==> src/trq_pkg.sv <==
// Shared types and constants for the timestamp reorder queue.
// No dependencies; used by every module of the block.
package trq_pkg;

	localparam int CAPACITY_DEF = 32;
	localparam int BATCH = 32;
	localparam logic [5:0] CAP_LIMIT_RST = 6'd32;

	localparam logic [2:0] CMD_QUEUE = 3'd0;
	localparam logic [2:0] CMD_FLUSH_ALL = 3'd1;
	localparam logic [2:0] CMD_FLUSH_HALF = 3'd2;
	localparam logic [2:0] CMD_FLUSH_COUNT = 3'd3;
	localparam logic [2:0] CMD_FLUSH_TIME = 3'd4;
	localparam logic [2:0] CMD_FLUSH_ROUND = 3'd5;

	localparam logic [1:0] ST_OK = 2'd0;
	localparam logic [1:0] ST_INVALID = 2'd1;
	localparam logic [1:0] ST_NO_ROOM = 2'd2;

	localparam logic KIND_EVENT = 1'b0;
	localparam logic KIND_DONE = 1'b1;

	typedef struct packed {
		logic [2:0] command;
		logic [63:0] timestamp;
		logic [31:0] payload;
		logic [15:0] instance_req;
		logic [63:0] flush_arg;
	} in_item_t;

	typedef struct packed {
		logic kind;
		logic [63:0] out_timestamp;
		logic [31:0] out_payload;
		logic [15:0] out_instance;
		logic [1:0] status;
		logic [31:0] unordered_total;
		logic [5:0] held_count;
		logic last_of_run;
	} out_item_t;

	// controller -> datapath
	typedef struct packed {
		logic load;
		logic bound;
		logic count;
		logic plan;
		logic emit_event;
		logic emit_done;
		logic insert;
	} dp_cmd_t;

	// datapath -> controller
	typedef struct packed {
		logic rem_zero;
		logic do_insert;
		logic out_free;
	} dp_stat_t;

endpackage

==> src/trq_ctrl.sv <==
// Sequencing state machine of the timestamp reorder queue.
// Depends on trq_pkg for the command and status structs.
module trq_ctrl (
	input logic clk,
	input logic arst_n,
	input logic in_valid,
	output logic in_stall,
	output trq_pkg::dp_cmd_t cmd,
	input trq_pkg::dp_stat_t stat
);

	localparam logic [2:0] S_IDLE = 3'd0;
	localparam logic [2:0] S_BOUND = 3'd1;
	localparam logic [2:0] S_COUNT = 3'd2;
	localparam logic [2:0] S_PLAN = 3'd3;
	localparam logic [2:0] S_DRAIN = 3'd4;
	localparam logic [2:0] S_INSERT = 3'd5;
	localparam logic [2:0] S_DONE = 3'd6;

	logic [2:0] state_q, state_nx;

	assign in_stall = (state_q != S_IDLE);

	always_comb begin
		state_nx = state_q;
		cmd = '0;
		case (state_q)
			S_IDLE: begin
				if (in_valid) begin
					cmd.load = 1'b1;
					state_nx = S_BOUND;
				end
			end
			S_BOUND: begin
				cmd.bound = 1'b1;
				state_nx = S_COUNT;
			end
			S_COUNT: begin
				cmd.count = 1'b1;
				state_nx = S_PLAN;
			end
			S_PLAN: begin
				cmd.plan = 1'b1;
				state_nx = S_DRAIN;
			end
			S_DRAIN: begin
				if (stat.rem_zero) begin
					state_nx = stat.do_insert ? S_INSERT : S_DONE;
				end else if (stat.out_free) begin
					cmd.emit_event = 1'b1;
				end
			end
			S_INSERT: begin
				cmd.insert = 1'b1;
				state_nx = S_DONE;
			end
			S_DONE: begin
				if (stat.out_free) begin
					cmd.emit_done = 1'b1;
					state_nx = S_IDLE;
				end
			end
			default: state_nx = S_IDLE;
		endcase
	end

	always_ff @(posedge clk or negedge arst_n) begin
		if (!arst_n) begin
			state_q <= S_IDLE;
		end else begin
			state_q <= state_nx;
		end
	end

endmodule

==> config.mk <==
export PLATFORM = sky130hd
export DESIGN_NAME = trq_ctrl
export DESIGN_NICKNAME = d
export VERILOG_FILES = /design/src/trq_pkg.sv /design/src/trq_ctrl.sv
export SDC_FILE = /design/constraint.sdc
export NUM_CORES = 1
export LEC_CHECK = 0
export BUFFER_PORTS_ARGS = -buffer_cell sky130_fd_sc_hd__buf_2
export CORE_AREA = 2 2 39 41
export CTS_BUF_LIST = sky130_fd_sc_hd__clkbuf_16
export DETAILED_ROUTE_END_ITERATION = 8
export DIE_AREA = 0 0 41 43
export MAX_ROUTING_LAYER = met4
export REMOVE_ABC_BUFFERS = 1
export SYNTH_ARGS = -nofsm -noshare
export SYNTH_HDL_FRONTEND = slang
export SYNTH_SLANG_ARGS = --single-unit
==> constraint.sdc <==
create_clock -name clk -period 1.75 [get_ports clk]
set_input_delay 0.175 -clock clk [delete_from_list [all_inputs] [get_ports clk]]
set_output_delay 0.175 -clock clk [all_outputs]
set_load 0.005 [all_outputs]
==> results_dict.tcl, run 1 <==
set metrics [dict create \
    hp-class "in2reg" \
    required_ns 1.57 \
    critPathCaptureType "primary output" \
    die_x_um 41 \
    critPathBufInv 1 \
    maxSlewViolCount 0 \
    cts_root_buf "clkbuf_16" \
    cts_max_path_buffers 2 \
    slew_headroom_pct 73.44 \
    grt.total_usage_pct 8.875 \
    grt_util_met2_pct 8.750 \
    grt_max_degree 13 \
    regMostFlops "state_q" \
    path_depth 3 \
    fin_nets 49 \
    numCtsBuffers 3 \
    cts_sinks 3 \
    yosysUniqueCellTypes 19 \
    io_pins 14 \
    ys_ff_latch 3 \
    yosysSeqAreaShare_pct 29.13 \
    worst_pin_slew_ns 0.3984 \
    first_iter_violations 2 \
    core_area_sq_um 1384 \
    p_leak_uw 0.0001947 \
    final_common_cell "buf_2" \
    critPathLaunchType "flop" \
    drv_cap 0 \
    wl_um 575 \
    top_regs "state_q: 3 flops" \
    netlist_area_sq_um 257.7 \
    use_met3_pct 4.712 \
    hpwl_um 390 \
    htree_levels 1 \
    diodes 0 \
    place_congestion 0.6820 \
    critPathMaxStageDelay_ns 0.51 \
    period_share_pct 87.56 \
    setup_viol 0 \
    grt_pass1_wl_um 890 \
    skew_ns 0.001776 \
    ir_worst_vdd_mv 0.5192 \
    tns_ns 0 \
    grt.overflow.total 0 \
    avgSynthCellArea_sq_um 9.546 \
    drtAntennaViolNets 0 \
    clk_latency_ns 0.23 \
    hold_depth 3 \
    cts_tree "built" \
    dr.pass1.iters 2 \
    vias 236 \
    largest_reg_flops 3 \
    grt_busiest_layer "met4" \
    power_density_nw_per_um2 1985 \
    die-area_sq_um 1763 \
    fin_util_pct 29.29 \
    row_count 14 \
    detail_route.wl_per_cell_um 9.914 \
    outcome "complete, no violations" \
    path_delay_family "simple AND/OR/NAND/NOR gates" \
    viasPerCell 4.069 \
    reg2reg_depth 2 \
    hold_viol 0 \
    grt_antenna_before_repair 0 \
    critPathKind "reg2out" \
    max_clock_freq_ghz 0.6526 \
    drive_above_1_share_pct 54.76 \
    critPathSlowestCell "dfrtp_1" \
    synth_cells 27 \
    drc 0 \
    path_clk_slew_ns 0.03 \
    grt_pass1_vias 216 \
    rsz0062_at_grt "false" \
    start_util_pct 18.63 \
    dieHeight_um 43 \
    port_buffers 13 \
    cts_resized 0 \
    grtUsageMet1_pct 10.06 \
    period_needed_ns 1.532 \
    yosysWarningCount 0 \
    crit_chain "or3_4 -> nor2_2 -> buf_2" \
    syn_to_final_growth_pct 57.28 \
    cp.arrival_ns 1.36 \
    final_cell_mix "buf_2, nor2_1, clkbuf_16, dfrtp_1" \
    cp_max_fo 11 \
]
## Yosys cell counts
library cell	instances	area, sq um
a211oi_2	1	12.51
a21o_1	1	7.510
a22oi_1	1	7.510
buf_4	2	15.01
buf_6	1	11.26
dfrtp_1	3	75.07
inv_1	1	3.750
mux2i_1	1	10.01
nand2_1	2	7.510
nand2_2	1	6.260
nand3b_1	2	15.01
nor2_1	3	11.26
nor2_2	1	6.260
nor3_2	1	10.01
nor3b_1	2	15.01
nor3b_2	1	12.51
nor4_2	1	12.51
o21a_1	1	7.510
or3_4	1	11.26
## metrics by stage
stage	area (sq um)	hold WS [ns]	std cells	total power [uW]	setup WS (ns)
2_1_floorplan	231.5	-0.1206	24	348.8	0.5742
3_3_place_gp	316.6	-0.02749	53	440.7	0.4667
3_5_place_dp	316.6	-0.02531	53	445.6	0.4510
4_1_cts	405.4	0.2540	58	815.9	0.2127
5_1_grt	405.4	0.2770	58	866.9	0.1513
6_report	405.4	0.2510	58	804.6	0.2176
## final cells by class
cell class	instances	area (sq um)
Sequential cell	3	75.07
Clock buffer	3	75.07
Multi-Input combinational cell	20	152.6
Timing Repair Buffer	14	75.07
Clock inverter	1	3.754
Tap cell	16	20.02
Inverter	1	3.754
Fill cell	153	978.4
## timing repair
item	in CTS	in global routing
buffers inserted	0	0
hold buffers	1	0
endpoints found under the hold margin	3	0
setup endpoints to repair	0	0
## report_power, final
part	internal, uW	switching [uW]	total, uW
Combinational	143	83.2	226
Clock	295	66.8	362
Sequential	104	113	217
Total	542	263	805
## logic make-up (layout without fill, tap and decap cells)
logic type	Yosys count	count (layout)	synth area share [%]
AOI/OAI and AO/OA	4	4	13.59
buffers and inverters	4	19	11.65
DFF	3	3	29.13
muxes	1	1	3.884
and+or+nand+nor	15	15	41.75
## metal layers
metal,vias to the layer above,part of all wire [%]
li1,123,-
met1,98,47
met2,13,36
met3,2,11
met4,0,5.2
met5,-,0
## worst min-delay path, delay by kind of cell
kind                   cells  cell delay [ns]
AOI/OAI and AO/OA          1             0.07
and+or+nand+nor            1             0.09
buffers and inverters      1             0.10
## final timing paths
path,to,from,slack [ns]
max,cmd[6],state_q[2],0.22
min,state_q[0],stat[1],0.25
max reg2reg,state_q[0],state_q[1],0.73
min reg2reg,state_q[0],state_q[0],0.66
max in group asynchronous,state_q[1],arst_n,1.37
min in group asynchronous,state_q[0],arst_n,0.27
(Power assumes the default switching activity.)
==> run 2: changes to the inputs <==
- BUFFER_PORTS_ARGS: -buffer_cell sky130_fd_sc_hd__buf_2 -> -buffer_cell sky130_fd_sc_hd__buf_4
- TNS_END_PERCENT: not set -> 50
==> run 2 against run 1 <==
Sequential cell count stayed put. Die area did not move. Utilization is 2.4 points higher. Routed wire length increased by 2.3%. Combinational power rose by 17%. Global-route usage about the same. Cell count unchanged.
==> results_dict.tcl, run 2 (synthesis results as in run 1) <==
set metrics [dict create \
    die_x_um 41 \
    crit_chain "or3_4 -> nor2_2 -> buf_4" \
    skew_ns 0.0006018 \
    ir_worst_vdd_mv 0.5416 \
    crit_start "state_q[2]" \
    critPathLaunchType "flop" \
    multi_input_area_sq_um 152.6 \
    cts_setup_buffers 0 \
    die-area_sq_um 1763 \
    drtAntennaViolNets 0 \
    required_ns 1.57 \
    first_iter_violations 2 \
    start_util_pct 18.63 \
    hp-class "in2reg" \
    power_density_nw_per_um2 1919 \
    dieHeight_um 43 \
    syn_to_final_growth_pct 69.90 \
    outcome "complete, no violations" \
    cp.arrival_ns 1.36 \
    core_area_sq_um 1384 \
    io_pins 14 \
    numCtsBuffers 3 \
    final_cell_mix "buf_4, nor2_1, clkbuf_16, dfrtp_1" \
    drc 0 \
    hpwl_um 426.9 \
    critPathMaxStageDelay_ns 0.50 \
    maxSlewViolCount 0 \
    cts_sinks 3 \
    row_count 14 \
    placed_area_sq_um 349.1 \
    drv_cap 0 \
    setup_viol 0 \
    grt.total_usage_pct 8.866 \
    wl_um 588 \
    critPathCaptureType "primary output" \
    rsz0062_at_grt "false" \
    viasPerCell 4.224 \
    critPathBufInv 1 \
    worst_pin_slew_ns 0.3851 \
    grt_antenna_before_repair 0 \
    htree_levels 1 \
    grt_pass1_wl_um 917 \
    p_leak_uw 0.0002010 \
    final_common_cell "buf_4" \
    tns_ns 0 \
    critPathKind "reg2out" \
    cts_tree "built" \
    cts_root_buf "clkbuf_16" \
    port_buffers 13 \
    path_delay_family "simple AND/OR/NAND/NOR gates" \
    period_share_pct 87.63 \
    period_needed_ns 1.533 \
    regMostFlops "state_q" \
    diodes 0 \
    vias 245 \
    place_congestion 0.7018 \
    critPathSlowestCell "dfrtp_1" \
    path_clk_slew_ns 0.03 \
    clk_latency_ns 0.22 \
    cts_max_path_buffers 2 \
    fill_cells 157 \
    seq_area_sq_um 75.07 \
    largest_reg_flops 3 \
    detail_route.wl_per_cell_um 10.14 \
    max_clock_freq_ghz 0.6521 \
    slew_headroom_pct 74.33 \
    instances_no_fill 58 \
    grt_max_degree 13 \
    design_area_sq_um 437.9 \
    min_from "stat[0]" \
    fin_nets 49 \
    grt.overflow.total 0 \
    top_regs "state_q: 3 flops" \
    hold_viol 0 \
    dr.pass1.iters 4 \
    grt_pass1_vias 214 \
    worstReg2RegStart "state_q[1]" \
    dp_cells 53 \
    cp_max_fo 11 \
    drive_above_1_share_pct 54.76 \
]
==> run 2: cell counts in the layout (fill, tap and decap cells not counted) <==
Identical to the previous run, type by type.
==> run 2: final cells by class <==
cell class / instances / area share (%)
clock buffers: 3 / 17.14
clock inverters: 1 / 0.8571
inverters: 1 / 0.8571
multi-input cells: 20 / 34.86
flip-flops and latches: 3 / 17.14
well taps: 16 / 4.571
repair buffers: 14 / 24.57
==> run 2: power breakdown <==
| part | total, uW | internal [uW] | leakage, uW | switching (uW) |
|---|---|---|---|---|
| Combinational | 265 | 175 | 0.000123 | 89.7 |
| Clock | 360 | 295 | 0.0000423 | 65.3 |
| Sequential | 215 | 104 | 0.0000361 | 111 |
| Total | 840 | 574 | 0.000201 | 266 |
==> run 2: metrics by stage <==
stage	utilization [%]	worst slack (ns)	total power, uW	hold slack [ns]
2_1_floorplan	-	0.5742	348.8	-0.1206
3_3_place_gp	25.23	0.4591	476.6	-0.03452
3_5_place_dp	25.23	0.4427	484.7	-0.03145
4_1_cts	31.65	0.2063	852.6	0.2612
5_1_grt	31.65	0.1375	897.8	0.2785
6_report	31.65	0.2166	840.5	0.2579
==> run 2: per-layer routing <==
metal	global-route usage [%]	vias to the layer above	share of wire, %
met5	-	-	0
li1	-	123	-
met4	8.000	0	3.4
met2	9.688	13	41
met3	6.283	4	14
met1	10.03	105	42
==> run 2: timing repair <==
item / CTS / global route
hold buffers: 1 / 0
endpoints found under the hold margin: 3 / 0
resized for setup: 0 / 0
==> run 2: tightest hold or removal path, cell delays in order <==
cell	delay, ns
buf_4	0.09
a21o_1	0.10
a22oi_1	0.06
==> run 2: worst paths after layout <==
check	slack (ns)	cells after the start	end
worst max-delay path	0.22	3	cmd[6]
min in group asynchronous	0.28	2	state_q[0]
worst max register to register	0.73	2	state_q[0]
worst min register to register	0.66	1	state_q[0]
worst min-delay path	0.26	3	state_q[1]
max in group asynchronous	1.38	2	state_q[2]
==> run 3: changes to the inputs <==
- BUFFER_PORTS_ARGS: -buffer_cell sky130_fd_sc_hd__buf_4 -> not set
- DONT_BUFFER_PORTS: not set -> 1
- PLACE_DENSITY_LB_ADDON: not set -> 0.25
==> run 3 against run 2 <==
Critical path depth fell by 1. Clock skew barely moved. Design area fell by 22%. Global-route usage fell by 0.72 points. Hold slack got worse by 0.11 ns. Utilization fell by 7.1 points. Routed wire length fell by 7.0%. Non-clock buffer count fell by 13. Combinational power fell by 33%. Cell count fell by 22%. Fmax rose by 5.1%. Sequential power barely moved.
==> results_dict.tcl, run 3 (synthesis results as in run 1) <==
set metrics [dict create \
    regMostFlops "state_q" \
    p_leak_uw 0.0001352 \
    numCtsBuffers 3 \
    setup_viol 0 \
    required_ns 1.57 \
    grt_pass1_vias 197 \
    tns_ns 0 \
    crit_chain "or3_4 -> nor2_2" \
    rsz0062_at_grt "false" \
    ir_worst_vdd_mv 0.8225 \
    cp.arrival_ns 1.28 \
    dieHeight_um 43 \
    io_pins 14 \
    hp-class "in2reg" \
    drive_above_1_share_pct 34.48 \
    viasPerCell 4.467 \
    grt_antenna_before_repair 0 \
    row_count 14 \
    skew_ns 0.0004288 \
    core_area_sq_um 1384 \
    cts_root_buf "clkbuf_16" \
    largest_reg_flops 3 \
    pre_cts_slack_ns 0.5159 \
    cp_max_fo 11 \
    fin_nets 36 \
    setup_ws_ns 0.2913 \
    die_x_um 41 \
    hpwl_um 390 \
    fin_util_pct 24.59 \
    grt.overflow.total 0 \
    first_iter_violations 3 \
    power_density_nw_per_um2 2203 \
    seq_area_sq_um 75.07 \
    dr.pass1.iters 4 \
    critPathLaunchType "flop" \
    detail_route.wl_per_cell_um 12.16 \
    clk_latency_ns 0.22 \
    critPathMaxStageDelay_ns 0.50 \
    top_regs "state_q: 3 flops" \
    cts_sinks 3 \
    grt.total_usage_pct 8.144 \
    max_clock_freq_ghz 0.6855 \
    cts_max_path_buffers 2 \
    period_needed_ns 1.459 \
    multi_input_area_sq_um 152.6 \
    dp_cells 40 \
    htree_levels 1 \
    slew_headroom_pct 75.23 \
    maxSlewViolCount 0 \
    drv_cap 0 \
    critPathKind "reg2out" \
    cts_setup_buffers 0 \
    vias 201 \
    design_area_sq_um 340.3 \
    syn_to_final_growth_pct 32.04 \
    grt_max_degree 13 \
    outcome "complete, no violations" \
    critPathSlowestCell "dfrtp_1" \
    worst_pin_slew_ns 0.3716 \
    wl_um 547 \
    path_clk_slew_ns 0.03 \
    placed_area_sq_um 251.5 \
    hold_viol 0 \
    period_share_pct 83.36 \
    final_cell_mix "nor2_1, clkbuf_16, dfrtp_1" \
    diodes 0 \
    port_buffers 0 \
    start_util_pct 18.63 \
    cts_tree "built" \
    die-area_sq_um 1763 \
    fill_cells 149 \
    drtAntennaViolNets 0 \
    place_congestion 0.5714 \
    drc 0 \
    grt_pass1_wl_um 848 \
    critPathCaptureType "primary output" \
    instances_no_fill 45 \
]
## run 3: path summary, 6_finish.rpt
| check | start | endpoint | slack (ns) | cells past startpoint |
|---|---|---|---|---|
| worst min register to register | state_q[0] | state_q[0] | 0.67 | 1 |
| worst min-delay path | stat[2] | state_q[0] | 0.15 | 2 |
| worst max register to register | state_q[1] | state_q[0] | 0.72 | 2 |
| max in group asynchronous | arst_n | state_q[2] | 1.41 | 1 |
| worst max-delay path | state_q[2] | cmd[6] | 0.29 | 2 |
| min in group asynchronous | arst_n | state_q[1] | 0.20 | 1 |
## run 3: per-layer routing
| layer | vias up | part of all wire (%) | GRT usage, % |
|---|---|---|---|
| met5 | - | 0 | - |
| met4 | 0 | 4.6 | 8.000 |
| met3 | 3 | 13 | 4.712 |
| met2 | 10 | 45 | 10.94 |
| met1 | 91 | 37 | 7.443 |
| li1 | 97 | - | - |
## run 3: power breakdown
part	internal [uW]	switching [uW]	total [uW]
clock	295	63.9	359
sequential	104	109	213
combinational	103	75.0	178
total	502	248	750
## run 3: timing repair
item	in CTS	in global routing
resized for setup	0	0
hold buffers	1	0
hold endpoints to repair	3	0
## run 3: final cells by class
| class | instances | area share (%) |
|---|---|---|
| inverters | 1 | 1.103 |
| repair buffers | 1 | 2.941 |
| clock inverters | 1 | 1.103 |
| multi-input cells | 20 | 44.85 |
| flip-flops and latches | 3 | 22.06 |
| clock buffers | 3 | 22.06 |
| well taps | 16 | 5.882 |
## run 3: worst max-delay path: cells and delay by family, from the launching register on
kind             cells  cell delay (ns)
and+or+nand+nor      2             0.56
DFF                  1             0.50
## run 3: stage by stage
| step | total power [uW] | hold slack (ns) |
|---|---|---|
| 2_1_floorplan | 348.8 | -0.1206 |
| 3_3_place_gp | 389.2 | -0.1205 |
| 4_1_cts | 766.9 | 0.1457 |
| 3_5_place_dp | 398.5 | -0.1205 |
| 6_report | 749.9 | 0.1466 |
| 5_1_grt | 804.7 | 0.1740 |
